<file path="src/weighted_box_filter_3x3_defines.svh">
// Assertion macros shared by the weighted box filter RTL.
`ifndef WEIGHTED_BOX_FILTER_3X3_DEFINES_SVH
`define WEIGHTED_BOX_FILTER_3X3_DEFINES_SVH

// Same-cycle implication, sampled at the rising edge, off while in reset.
`define WBF_ASSERT_NOW(lbl, clk, rst_n, ante, cons, msg) \
	lbl: assert property (@(posedge clk) disable iff (!rst_n) (ante) |-> (cons)) \
		else $error(msg);

// Next-cycle implication, sampled at the rising edge, off while in reset.
`define WBF_ASSERT_NEXT(lbl, clk, rst_n, ante, cons, msg) \
	lbl: assert property (@(posedge clk) disable iff (!rst_n) (ante) |=> (cons)) \
		else $error(msg);

`endif

</file>
<file path="src/wbf_pkg.sv">
// Shared constants, types and helper functions of the weighted box filter.
package wbf_pkg;

	localparam int PIX_W        = 8;
	localparam int KSIZE        = 3;
	localparam int MAX_WIDTH    = 1024;
	localparam int MAX_HEIGHT   = 4096;
	localparam int MIN_DIM      = 3;
	localparam int COL_W        = $clog2(MAX_WIDTH);
	localparam int ROW_W        = $clog2(MAX_HEIGHT);
	localparam int WIDTH_REG_W  = 11;
	localparam int HEIGHT_REG_W = 13;
	localparam int WEIGHT_W     = 8;
	localparam int WEIGHTS_W    = 64;

	// arithmetic widths
	localparam int PROD_W    = PIX_W + WEIGHT_W;
	localparam int COLSUM_W  = PROD_W + 2;
	localparam int SUM_W     = PROD_W + 4;
	localparam int DIVISOR   = 9;
	localparam int DIV_SHIFT = 23;
	localparam int RECIP     = (2 ** DIV_SHIFT + DIVISOR - 1) / DIVISOR;
	localparam int RECIP_W   = $clog2(RECIP + 1);
	localparam int MUL_W     = SUM_W + RECIP_W;
	localparam int QUOT_W    = MUL_W - DIV_SHIFT;
	localparam int PIX_MAX   = 255;

	// result queue, depth must be a power of two
	localparam int FIFO_DEPTH = 8;
	localparam int FIFO_AW    = $clog2(FIFO_DEPTH);

	// register port
	localparam int APB_DW  = 64;
	localparam int REG_LSB = 3;
	localparam int APB_AW  = REG_LSB + 2;

	localparam logic [WIDTH_REG_W-1:0]  WIDTH_RST   = WIDTH_REG_W'(640);
	localparam logic [HEIGHT_REG_W-1:0] HEIGHT_RST  = HEIGHT_REG_W'(480);
	localparam logic [WEIGHTS_W-1:0]    WEIGHTS_RST = 64'h0101_0101_0101_0101;
	localparam logic [WEIGHT_W-1:0]     WLAST_RST   = WEIGHT_W'(1);

	localparam logic MODE_DRAIN = 1'b1;

	typedef enum logic [1:0] {
		REG_WIDTH,
		REG_HEIGHT,
		REG_WEIGHTS,
		REG_WEIGHT_LAST
	} reg_idx_t;

	typedef logic [PIX_W-1:0] pix_t;
	typedef logic [KSIZE-1:0][PIX_W-1:0] col_t;       // index 0 = top row
	typedef logic [KSIZE-1:0][WEIGHT_W-1:0] wcol_t;
	typedef logic [KSIZE-1:0][PROD_W-1:0] prod_col_t;

	typedef struct packed {
		pix_t older;
		pix_t newer;
	} line_word_t;

	typedef struct packed {
		pix_t smoothed;
		logic frame_end;
	} res_t;

	// last column index for a programmed width, clamped to the legal range
	function automatic logic [COL_W-1:0] width_last(logic [WIDTH_REG_W-1:0] v);
		logic [COL_W-1:0] r;
		if (int'(v) < MIN_DIM) begin
			r = COL_W'(MIN_DIM - 1);
		end else if (int'(v) > MAX_WIDTH) begin
			r = COL_W'(MAX_WIDTH - 1);
		end else begin
			r = COL_W'(v - 1'b1);
		end
		return r;
	endfunction

	// last row index for a programmed height, clamped to the legal range
	function automatic logic [ROW_W-1:0] height_last(logic [HEIGHT_REG_W-1:0] v);
		logic [ROW_W-1:0] r;
		if (int'(v) < MIN_DIM) begin
			r = ROW_W'(MIN_DIM - 1);
		end else if (int'(v) > MAX_HEIGHT) begin
			r = ROW_W'(MAX_HEIGHT - 1);
		end else begin
			r = ROW_W'(v - 1'b1);
		end
		return r;
	endfunction

endpackage

</file>
<file path="src/wbf_out_fifo.sv">
// Small result queue between the filter pipeline and the output channel.
`include "weighted_box_filter_3x3_defines.svh"

module wbf_out_fifo import wbf_pkg::*; (
	input  logic clk,
	input  logic arst_n,
	input  logic push,
	input  res_t push_data,
	input  logic pop,
	output logic valid,
	output res_t data
);

	res_t               mem_q [FIFO_DEPTH];
	logic [FIFO_AW-1:0] wr_ptr_q;
	logic [FIFO_AW-1:0] rd_ptr_q;
	logic [FIFO_AW:0]   cnt_q;

	always_ff @(posedge clk) begin
		if (push) begin
			mem_q[wr_ptr_q] <= push_data;
		end
	end

	always_ff @(posedge clk or negedge arst_n) begin
		if (!arst_n) begin
			wr_ptr_q <= '0;
			rd_ptr_q <= '0;
			cnt_q    <= '0;
		end else begin
			if (push) begin
				wr_ptr_q <= wr_ptr_q + 1'b1;
			end
			if (pop) begin
				rd_ptr_q <= rd_ptr_q + 1'b1;
			end
			cnt_q <= cnt_q + (FIFO_AW + 1)'(push) - (FIFO_AW + 1)'(pop);
		end
	end

	assign valid = cnt_q != '0;
	assign data  = mem_q[rd_ptr_q];

	`WBF_ASSERT_NOW(a_no_overflow, clk, arst_n, push, (cnt_q < (FIFO_AW + 1)'(FIFO_DEPTH)) || pop, "result queue overflow")
	`WBF_ASSERT_NOW(a_no_underflow, clk, arst_n, pop, cnt_q != '0, "result queue underflow")

endmodule

</file>
<file path="config.mk">
export PLATFORM = sky130hd
export DESIGN_NAME = wbf_out_fifo
export DESIGN_NICKNAME = d
export VERILOG_FILES = /design/src/wbf_pkg.sv /design/src/wbf_out_fifo.sv
export VERILOG_INCLUDE_DIRS = /design/src /design/src/src
export SDC_FILE = /design/constraint.sdc
export NUM_CORES = 1
export LEC_CHECK = 0
export ABC_AREA = 1
export BUFFER_PORTS_ARGS = -buffer_cell sky130_fd_sc_hd__buf_2
export CAP_MARGIN = 15
export CORE_AREA = 2 2 100 102
export DETAILED_ROUTE_END_ITERATION = 16
export DIE_AREA = 0 0 102 104
export GPL_TIMING_DRIVEN = 0
export MAX_ROUTING_LAYER = met4
export SYNTH_ARGS = -nofsm -noshare
export SYNTH_HDL_FRONTEND = slang
export SYNTH_SLANG_ARGS = --single-unit
</file>
<file path="constraint.sdc">
create_clock -name clk -period 1.61 [get_ports clk]
set_input_delay 0.483 -clock clk [delete_from_list [all_inputs] [get_ports clk]]
set_output_delay 0.483 -clock clk [all_outputs]
set_load 0.02 [all_outputs]
</file>
# [Word-level counts from Yosys, hierarchy flattened]
# Memory sizes are Yosys's and may differ from the RTL's.
# Cells that the tools add are included.
[classes] n_addsub=4 n_mul=0 n_div=0 magnitude_cmp=0 eq_ne=0 shifts=0 n_mux=2 n_bitwise=0 reduce_logical=1
[ops] operator="adder 3 x 1 -> 3 bit, second input constant" count=2
[ops] operator="adder 4 x 1 -> 4 bit" count=1
[ops] operator="nonzero test 4 bit" count=1
[ops] operator="subtractor 4 x 1 -> 4 bit" count=1
[ops] operator="2-to-1 mux 1 bit" count=2
[totals] regBits=10 latch_bits=0 ram_bits=72 mem_bits_ro=0 input_bits=13 output_inout_bits=10 word_cells=11 memories=1
[memory_table] memory="mem_q" depth=8 word_bits=9 read_ports=1 rd_clocked_by_memory_dff=0 wr=1 line_no="wbf_out_fifo.sv:14" source="res_t mem_q [FIFO_DEPTH];"

# [Longest topological paths before layout]
[depth] word_depth=2 depth_mapped=7 depth_no_buf=7

# [Worst setup path before layout]
# Ideal clock, no wire load.
[synth_path] path_kind="in2reg" startpoint="input push" endpoint="memory mem_q[0][0] (netlist name), enable pin" setup_time_ns=0.374 arrival_time_ns=1.238 path_slack_ns=-0.003 stages=3 n_path_buf=0 cell_sequence="inv_1 -> or2_2 -> nor2_1"
[synth_between] elab_chain_cells=2
[synth_rtl] element="from (decl)" line_no="wbf_out_fifo.sv:7" source="input logic push,"
[synth_rtl] element="2-to-1 mux 1 bit" line_no="wbf_out_fifo.sv:20" source="if (push) begin"
[synth_rtl] element="2-to-1 mux 1 bit (not written as such)" line_no="wbf_out_fifo.sv:21" source="mem_q[wr_ptr_q] <= push_data;"
[synth_rtl] element="to (decl)" line_no="wbf_out_fifo.sv:14"
# No other way between the ends.

==> metrics.txt <==
CTS HTree Levels=3; synthesized area=3730 sq um; Final ANT Viol Nets=0; gpl congestion=0.796; Die X-Extent=102 um; Detail Placement HPWL=4.94 mm; P_leak=0.00214 uW; num ports=23; total gr overflow=0; # DRC=0; Main synth FF type=edfxtp_1; CTS buffer count=9; Slew @ Worst Pin=578 ps; Syn Inst Count=374; Starting Density=0.390; area of the core region=9550 sq um; Total Routing Usage GR=0.170; RSZ-0062 raised after global routing=yes; CTS max path bufs=2; final worst path period need=2090 ps; max-slew violations=0; share of cells above drive strength 1=0.245; post-synthesis sequential area ratio=0.647; Final Hold Viols=0; via/cell ratio=4.47; Net Count, Synth=395; fillers=883; vias in the first global route=2483; violated checks=setup timing; 1st-pass router iterations=5; top fanout value on the critical path=8; # setup viols final=9; share of the synthesized area in the top cell type=0.580; Root Driver=clkbuf_8; CP arrival=1610 ps; Worst-path clk slew=80 ps; Tot Pwr=8580 uW; Synth area leader=edfxtp_1; First DRT Iteration DRCs=137; die height=104 um; first-pass GRT wire length=12.8 mm; critical path endpoint category=primary output; die area=10600 sq um; maximum VDD drop=0.000901 V; status=complete, but fails checks; CP Launch Type=flip-flop; layout net count=441; Antenna Cells=0; largest net degree at the start of global routing=14; register bit total from synthesis=82; share of flip-flops with an asynchronous set or reset=0.122; CTS tree=done; Clock Skew=11.6 ps; detailed-route wire length=8.48 mm; largest cells by area after synthesis=edfxtp_1 (58%), nand2_1 (13%), inv_1 (8.7%); initial antenna violation count=0; Min-Delay Path Depth=1; WS Path Type=reg2out; number of I/O port buffers=22; wire length per cell=15.2 um; pwr dens=1840 nW/um^2; Vias=2497; most frequent cell after synthesis=nand2_1; Hold Crit Class=in2reg; fin worst setup slack=-478 ps; Tcrit/Tclk final=1.30; library cells used by synthesis=20; clk_lat worst skew=350 ps; synth cell count leaders=nand2_1 (129), inv_1 (86), edfxtp_1 (72); relative slew slack=0.614; FF-to-FF path depth=7; synthesized area per cell=9.97 sq um; clk sink count=82; Area Overhead vs Synth=24.9%; hold_ws=401 ps; Max-Cap Viols=0; placement row count=36; Ys Warns=0; EDFF count, synth=72; max frequency=479 MHz; worst endpoint required time=1130 ps
sequential cells by signal, summed over array words and instances, names as in the netlist:
register,count
cnt_q,4
wr_ptr_q,3
rd_ptr_q,3
mem_q,72
report_power, final:
group          switching (uW)  internal (uW)
clock                     724            864
sequential                144           2640
combinational            2410           1790
through the flow:
stage	utilization	setup TNS (ps)	std cells	setup WS, ps	cell area, sq um
2_1_floorplan	-	-95.0	374	-2.66	3730
3_3_place_gp	0.419	-33610	529	-577	4010
3_5_place_dp	0.419	-36720	529	-619	4010
4_1_cts	0.464	-4230	551	-505	4430
5_1_grt	0.488	-4980	558	-564	4660
6_report	0.488	-4040	558	-478	4660
logic make-up (layout without fill, tap and decap cells):
family	after synthesis	in the layout	share of synthesized area
xor+xnor	5	5	0.0117
compound gates	3	3	0.00403
simple gates	176	176	0.191
flops	82	82	0.647
fa+ha+maj	8	8	0.0289
buf+inv	100	151	0.118
what timing repair did:
action	in CTS	in global routing
hold endpoints to repair	10	0
gates resized for setup	52	39
gates cloned	0	2
setup buffers	5	5
endpoints found under the setup margin	82	31
hold buffers	1	0
pin swaps	2	23
cells in the final DEF, fill, tap and decap left out, types with 2 or more instances in the layout:
cell         n
edfxtp_1    72
buf_2       13
ha_1         4
nand3_1     30
bufinv_16    2
buf_8        7
o21ai_0      2
buf_4       11
nand2_2     16
inv_2        4
nand2_1    112
clkbuf_16    2
clkinv_2     2
dfrtp_1      9
xor2_1       4
nor2_4       7
buf_12       2
ha_4         2
clkinv_1     2
inv_1       82
nand3_2      8
clkbuf_8     9
buf_6       10
final timing paths:
kind | from | end | slack (ps)
max | rd_ptr_q[0]$_DFFE_PN0P_ | data[0] | -480
min | push_data[8] | mem_q[1][8]$_DFFE_PP_ | 400
max reg2reg | cnt_q[0]$_DFF_PN0_ | cnt_q[1]$_DFF_PN0_ | 70
min reg2reg | wr_ptr_q[0]$_DFFE_PN0P_ | wr_ptr_q[0]$_DFFE_PN0P_ | 540
max in group asynchronous | arst_n | rd_ptr_q[0]$_DFFE_PN0P_ | 860
min in group asynchronous | arst_n | rd_ptr_q[2]$_DFFE_PN0P_ | 530
critical path, stage by stage, from the launching register on:
cell and delay [ps]:
dfrtp_2 450, buf_8 170, buf_4 150, nand2_1 60, nand3_1 90, nand2_1 80
nand2_1 60, nand2_2 90, buf_6 120
per-layer routing:
layer  wire (um)  vias to the layer above  share of wire  global-route usage
li1            -                     1249              -                   -
met1        3800                     1185           0.45               0.215
met4         131                        0          0.015              0.0552
met2        4210                       53           0.50               0.264
met5           0                        -              0                   -
met3         339                       10          0.040              0.0477
area by class of cell:
class	instances	area [sq um]	area share
flip-flops and latches	82	2410	0.518
multi-input cells	192	1050	0.225
inverters	89	352	0.0755
repair buffers	35	308	0.0661
well taps	133	166	0.0357
plain buffers	11	158	0.0339
clock buffers	10	128	0.0274
clock inverters	6	81.3	0.0175
Note: power is estimated with default switching activity, not from simulation.
