**src/weighted_box_filter_3x3_defines.svh**
```systemverilog
// Assertion macros shared by the weighted box filter RTL.
`ifndef WEIGHTED_BOX_FILTER_3X3_DEFINES_SVH
`define WEIGHTED_BOX_FILTER_3X3_DEFINES_SVH

// Same-cycle implication, sampled at the rising edge, off while in reset.
`define WBF_ASSERT_NOW(lbl, clk, rst_n, ante, cons, msg) \
	lbl: assert property (@(posedge clk) disable iff (!rst_n) (ante) |-> (cons)) \
		else $error(msg);

// Next-cycle implication, sampled at the rising edge, off while in reset.
`define WBF_ASSERT_NEXT(lbl, clk, rst_n, ante, cons, msg) \
	lbl: assert property (@(posedge clk) disable iff (!rst_n) (ante) |=> (cons)) \
		else $error(msg);

`endif

```
**src/wbf_pkg.sv**
```systemverilog
// Shared constants, types and helper functions of the weighted box filter.
package wbf_pkg;

	localparam int PIX_W        = 8;
	localparam int KSIZE        = 3;
	localparam int MAX_WIDTH    = 1024;
	localparam int MAX_HEIGHT   = 4096;
	localparam int MIN_DIM      = 3;
	localparam int COL_W        = $clog2(MAX_WIDTH);
	localparam int ROW_W        = $clog2(MAX_HEIGHT);
	localparam int WIDTH_REG_W  = 11;
	localparam int HEIGHT_REG_W = 13;
	localparam int WEIGHT_W     = 8;
	localparam int WEIGHTS_W    = 64;

	// arithmetic widths
	localparam int PROD_W    = PIX_W + WEIGHT_W;
	localparam int COLSUM_W  = PROD_W + 2;
	localparam int SUM_W     = PROD_W + 4;
	localparam int DIVISOR   = 9;
	localparam int DIV_SHIFT = 23;
	localparam int RECIP     = (2 ** DIV_SHIFT + DIVISOR - 1) / DIVISOR;
	localparam int RECIP_W   = $clog2(RECIP + 1);
	localparam int MUL_W     = SUM_W + RECIP_W;
	localparam int QUOT_W    = MUL_W - DIV_SHIFT;
	localparam int PIX_MAX   = 255;

	// result queue, depth must be a power of two
	localparam int FIFO_DEPTH = 8;
	localparam int FIFO_AW    = $clog2(FIFO_DEPTH);

	// register port
	localparam int APB_DW  = 64;
	localparam int REG_LSB = 3;
	localparam int APB_AW  = REG_LSB + 2;

	localparam logic [WIDTH_REG_W-1:0]  WIDTH_RST   = WIDTH_REG_W'(640);
	localparam logic [HEIGHT_REG_W-1:0] HEIGHT_RST  = HEIGHT_REG_W'(480);
	localparam logic [WEIGHTS_W-1:0]    WEIGHTS_RST = 64'h0101_0101_0101_0101;
	localparam logic [WEIGHT_W-1:0]     WLAST_RST   = WEIGHT_W'(1);

	localparam logic MODE_DRAIN = 1'b1;

	typedef enum logic [1:0] {
		REG_WIDTH,
		REG_HEIGHT,
		REG_WEIGHTS,
		REG_WEIGHT_LAST
	} reg_idx_t;

	typedef logic [PIX_W-1:0] pix_t;
	typedef logic [KSIZE-1:0][PIX_W-1:0] col_t;       // index 0 = top row
	typedef logic [KSIZE-1:0][WEIGHT_W-1:0] wcol_t;
	typedef logic [KSIZE-1:0][PROD_W-1:0] prod_col_t;

	typedef struct packed {
		pix_t older;
		pix_t newer;
	} line_word_t;

	typedef struct packed {
		pix_t smoothed;
		logic frame_end;
	} res_t;

	// last column index for a programmed width, clamped to the legal range
	function automatic logic [COL_W-1:0] width_last(logic [WIDTH_REG_W-1:0] v);
		logic [COL_W-1:0] r;
		if (int'(v) < MIN_DIM) begin
			r = COL_W'(MIN_DIM - 1);
		end else if (int'(v) > MAX_WIDTH) begin
			r = COL_W'(MAX_WIDTH - 1);
		end else begin
			r = COL_W'(v - 1'b1);
		end
		return r;
	endfunction

	// last row index for a programmed height, clamped to the legal range
	function automatic logic [ROW_W-1:0] height_last(logic [HEIGHT_REG_W-1:0] v);
		logic [ROW_W-1:0] r;
		if (int'(v) < MIN_DIM) begin
			r = ROW_W'(MIN_DIM - 1);
		end else if (int'(v) > MAX_HEIGHT) begin
			r = ROW_W'(MAX_HEIGHT - 1);
		end else begin
			r = ROW_W'(v - 1'b1);
		end
		return r;
	endfunction

endpackage

```
**src/wbf_cell.sv**
```systemverilog
// One window column: holds three pixels, shifts left, forms its weighted products.
module wbf_cell import wbf_pkg::*; (
	input  logic      clk,
	input  logic      shift,
	input  col_t      col_in,
	input  wcol_t     wt,
	output col_t      col_out,
	output prod_col_t prod
);

	col_t      col_q;
	prod_col_t prod_s3;

	always_ff @(posedge clk) begin
		if (shift) begin
			col_q <= col_in;
		end
	end

	always_ff @(posedge clk) begin
		for (int r = 0; r < KSIZE; r++) begin
			prod_s3[r] <= PROD_W'(col_q[r]) * PROD_W'(wt[r]);
		end
	end

	assign col_out = col_q;
	assign prod    = prod_s3;

endmodule

```
**config.mk**
```make
export PLATFORM = sky130hd
export DESIGN_NAME = wbf_cell
export DESIGN_NICKNAME = d
export VERILOG_FILES = /design/src/weighted_box_filter_3x3_defines.svh /design/src/wbf_pkg.sv /design/src/wbf_cell.sv
export SDC_FILE = /design/constraint.sdc
export NUM_CORES = 1
export LEC_CHECK = 0
export CAP_MARGIN = 20
export CELL_PAD_IN_SITES_DETAIL_PLACEMENT = 1
export CELL_PAD_IN_SITES_GLOBAL_PLACEMENT = 2
export CORE_MARGIN = 2
export CORE_UTILIZATION = 42
export CTS_CLUSTER_DIAMETER = 120
export DETAILED_ROUTE_END_ITERATION = 16
export DONT_BUFFER_PORTS = 1
export PLACE_DENSITY_LB_ADDON = 0.12
export SYNTH_ARGS = -nofsm -noshare
export SYNTH_HDL_FRONTEND = slang
export SYNTH_SLANG_ARGS = --single-unit
```
**constraint.sdc**
```tcl
create_clock -name clk -period 5.15 [get_ports clk]
set_input_delay 0.2575 -clock clk [delete_from_list [all_inputs] [get_ports clk]]
set_output_delay 0.2575 -clock clk [all_outputs]
set_load 0.05 [all_outputs]
```
Word-level counts from Yosys, hierarchy flattened:

Cells that the tools add are included.

* word-level logic and storage cells: 9
* output and inout port bits: 72
* input port bits: 50
* register bits after elaboration: 72

* multipliers: 3

Operators with widths (count)
* 8-bit by 8-bit multiplier with 16-bit output: 3

Depth between registers and ports, before layout:

* word-level depth: 1
* gate-level depth with buffers: 16
* mapped depth without buffers: 15

Worst setup path after synthesis:

OpenSTA, ideal clock, no wires.

* path type: register to register
* start point: reg col_q (netlist bit col_out[13])
* end point: reg prod_s3 (netlist bit prod[28])
* setup time: 60 ps
* data required time: 5090 ps
* stages on the path, launching flop included: 16
* arrival: 4410 ps
* slack: 679 ps
* buffers on the path: 0
* clock period less this slack: 4471 ps
* cells stage by stage: edfxtp_1 and2_1 fa_1 inv_1 fa_1 inv_1 fa_1 inv_1 fa_1 inv_1 ha_1 or4_1 o21ai_0 a21oi_1 nor4b_1 a311o_1

* cells in the longest elaborated chain, start to end: 1

RTL lines
* from (decl): RTL line wbf_cell.sv:11 `col_t col_q;`
* from (signal assigned): RTL line wbf_cell.sv:16 `col_q <= col_in;`
* 8-bit by 8-bit multiplier with 16-bit output: RTL line wbf_cell.sv:22 `prod_s3[r] <= PROD_W'(col_q[r]) * PROD_W'(wt[r]);`
* to (signal, indexed assignment): RTL line wbf_cell.sv:22
* to (decl): RTL line wbf_cell.sv:12 `prod_col_t prod_s3;`

Every way passes these cells.
A chain may end at the register's enable or synchronous reset.

Worst setup path in the final report:

* start point: reg col_q (netlist bit col_out[2])
* end point: reg prod_s3 (netlist bit prod[13])

The elaborated chain is that of the path after synthesis.

==> summary.md <==
| Metric | Value |
|---|---|
| Status | finished, final reports clean |
| ANT cells | 0 |
| DR DRC count | 0 |
| Die W | 144 um |
| Crit path DAT | 4790 ps |
| Core area | 0.0193 mm^2 |
| Post-CTS resize count | 0 |
| Final hold violations | 0 |
| Reg power frac | 0.309 |
| Starting DRT DRC Count | 151 |
| Routed WL | around 21,000 um |
| CTS tree | built |
| Minimum clock period after layout | 4560 ps |
| Post-DR wirelength/cell | 18.1 um |
| Max incr delay on CP | 580 ps |
| Cell mode on critical path | fa_1 |
| Seq/Total Area, Yosys | 0.205 |
| Gr ovfl total | 0 |
| Async S/R FF share, synth | 0 |
| RD Place Congestion | 0.826 |
| Htree depth | 3 |
| First-pass GRT wire length | 34,100 um |
| Synthesis warning total | 0 |
| WS Path Type | flop to flop |
| CP max-delay cell | edfxtp_1 |
| Logic gate share of total power | 0.562 |
| RSZ-0062 raised after global routing | no |
| Dominant synthesized flop cell | dfxtp_1 |
| Slew Viols, Final | 0 |
| Pwr Total | 4660 uW |
| Largest net degree at the start of global routing | 25 |
| CP Launch Type | flop |
| FP Rows | ~50 |
| Worst-margin pin slew | 721 ps |
| Crit-path cells | nand2_1 > fa_1 > fa_1 > inv_1 > fa_1 > inv_1 > fa_1 > inv_1 > ha_1 > and2_1 > o21ai_0 > a31oi_1 > nor2_1 > o311ai_0 |
| Critical path data required time | 5380 ps |
| Share of post-route cells with drive strength above 1 | 0.0491 |
| Synthesized area per cell | roughly 9.8 um^2 |
| Commonest non-fill, non-tap cell in the layout | inv_1 |
| Switch share | 0.514 |
| CTS clk-pin slew, worst paths | 70 ps |
| Clk buf depth | 2 |
| Synth Net Count | about 1.1k |
| Clock latency on the worst-skew pair | 350 ps |
| Initial Util | 0.425 |
| P_leak | 0.00452 uW |
| Area growth syn-to-layout | 12.2% |
| Chip Height | around 140 um |
| F_max | 0.219 GHz |
| Setup TNS Final | 0 ps |
| DR vias | 5,919 |
| Buffers plus inverters on the worst setup path | 3 |
| Total CTS buffers | 9 |
| Yosys reg bits | 72 |
| Library cells used by synthesis | 53 |
| Final worst path period share | 0.885 |
| Dpl hpwl | 17,200 um |
| IO Count | 122 |
| Hold Path Class | input port to flop |
| Maxcap violations | 0 |
| Pwr/cell area | 507 mW/mm^2 |
| Root buffer cell | clkbuf_16 |
| Slew headroom | 0.519 |
| Area post-placement | 0.00867 mm^2 |
| Die area | 0.0206 mm^2 |
| Syn Inst Count | 839 |
| Vias in the first global route | 6,697 |
| Initial DRT Pass Iterations | 4 |
| Setup violations, final | 0 |
| IO Port Bufs | 0 |
| EDFF count, synth | 24 |
| Final instance area | 0.00918 mm^2 |
| Crit-path leading delay family | adder cells |
| ANT nets after route | 0 |
| Worst Setup End Kind | flop |
| TritonCTS Sinks | 72 |
| Cell Area, Synth | a little over 0.008 mm^2 |
| Clk pwr share | 0.129 |
| Most frequent cells in the layout | inv_1 (153), and2_1 (151), fa_1 (108), ha_1 (108), nand2_1 (56) |
| Nets | 1,157 |
| CP max FO | 9 |
| Vias/cell | 5.10 |
| Initial antenna violation count | 0 |
| Max rail drop VDD | 0.000311 V |
| Pint | 2260 uW |
| Switching power total | roughly 2400 uW |
| Clock Skew | 11.5 ps |
| Final core occ | 0.476 |
| Global-route usage over all layers | 0.214 |
## cell type report
| class | count | area, um^2 |
|---|---|---|
| flip-flops and latches | 72 | 1680 |
| clock inverters | 5 | 32.5 |
| multi-input cells | 608 | 5910 |
| fillers | 2260 | 10100 |
| inverters | 153 | 574 |
| repair buffers | 47 | 413 |
| well taps | 265 | 332 |
| clock buffers | 11 | 243 |
## synth_stat cells, types with 4 or more instances
| library cell | number | share of area |
|---|---|---|
| a211oi_1 | 5 | 0.0046 |
| a21o_1 | 8 | 0.0073 |
| a21oi_1 | 18 | 0.011 |
| and2_1 | 151 | 0.12 |
| clkbuf_1 | 4 | 0.0018 |
| dfxtp_1 | 48 | 0.12 |
| edfxtp_1 | 24 | 0.088 |
| fa_1 | 108 | 0.26 |
| ha_1 | 108 | 0.17 |
| inv_1 | 153 | 0.070 |
| nand2_1 | 56 | 0.026 |
| nand2b_1 | 6 | 0.0046 |
| nand3_1 | 5 | 0.0031 |
| nand3b_1 | 4 | 0.0037 |
| nor2_1 | 22 | 0.010 |
| nor2b_1 | 8 | 0.0061 |
| nor3_1 | 11 | 0.0067 |
| o211ai_1 | 4 | 0.0037 |
| o21a_1 | 5 | 0.0046 |
| o21ai_0 | 16 | 0.0098 |
| xnor2_1 | 17 | 0.018 |
| xor2_1 | 7 | 0.0075 |
## worst paths after layout
check                                start          end  slack [ps]  depth (start not counted)
worst min-delay path                 shift  col_out[23]          30                          0
worst min register to register  col_out[8]     prod[16]         790                          2
worst max-delay path            col_out[2]     prod[13]         590                         14
worst max register to register  col_out[2]     prod[13]         590                         14
## flip-flops by register name, indices dropped and copies added (netlist names)
| register | count |
|---|---|
| col_out | 24 |
| prod | 48 |
## kinds of logic after synthesis
group,after synthesis,share of synthesized area
AND/OR/NAND/NOR,282,0.193
adder cells (fa/ha/maj),216,0.429
buffers and inverters,159,0.0729
AO/OA/AOI/OAI,85,0.0726
flip-flops,72,0.205
XOR/XNOR,24,0.0257
multiplexers,1,0.00122
## stage by stage
| step | hold WS (ps) | instances | setup WS, ps |
|---|---|---|---|
| final | 30.7 | 1161 | 590 |
| after global routing | 2.80 | 1161 | 381 |
| after CTS | 0.229 | 1157 | 595 |
| after detailed placement | 356 | 1121 | 629 |
| after global placement | 356 | 1121 | 727 |
| after floorplan | 356 | 839 | 679 |
## power by group through the flow
stage | sequential [uW] | clock (uW) | combinational, uW
2_1_floorplan | 1480 | 0 | 1950
3_3_place_gp | 1460 | 0 | 2530
3_5_place_dp | 1460 | 0 | 2630
4_1_cts | 1450 | 621 | 2660
5_1_grt | 1460 | 646 | 3000
6_report | 1440 | 600 | 2620
## routing by layer
| layer | part of all wire | up-vias | wire (um) | track usage |
|---|---|---|---|---|
| met3 | 0.033 | 19 | 692 | 0.0400 |
| met1 | 0.42 | 3008 | 8850 | 0.254 |
| met4 | 0.013 | 0 | 266 | 0.0490 |
| li1 | - | 2794 | - | - |
| met5 | 0 | - | 0 | 0 |
| met2 | 0.53 | 98 | 11200 | 0.398 |
## timing repair
action | 4_1_cts | 5_1_grt
endpoints found under the setup margin | 0 | 0
endpoints found under the hold margin | 20 | 4
hold buffers | 20 | 4
setup buffers | 0 | 0
No activity file was read; power rests on OpenSTA's default activity.
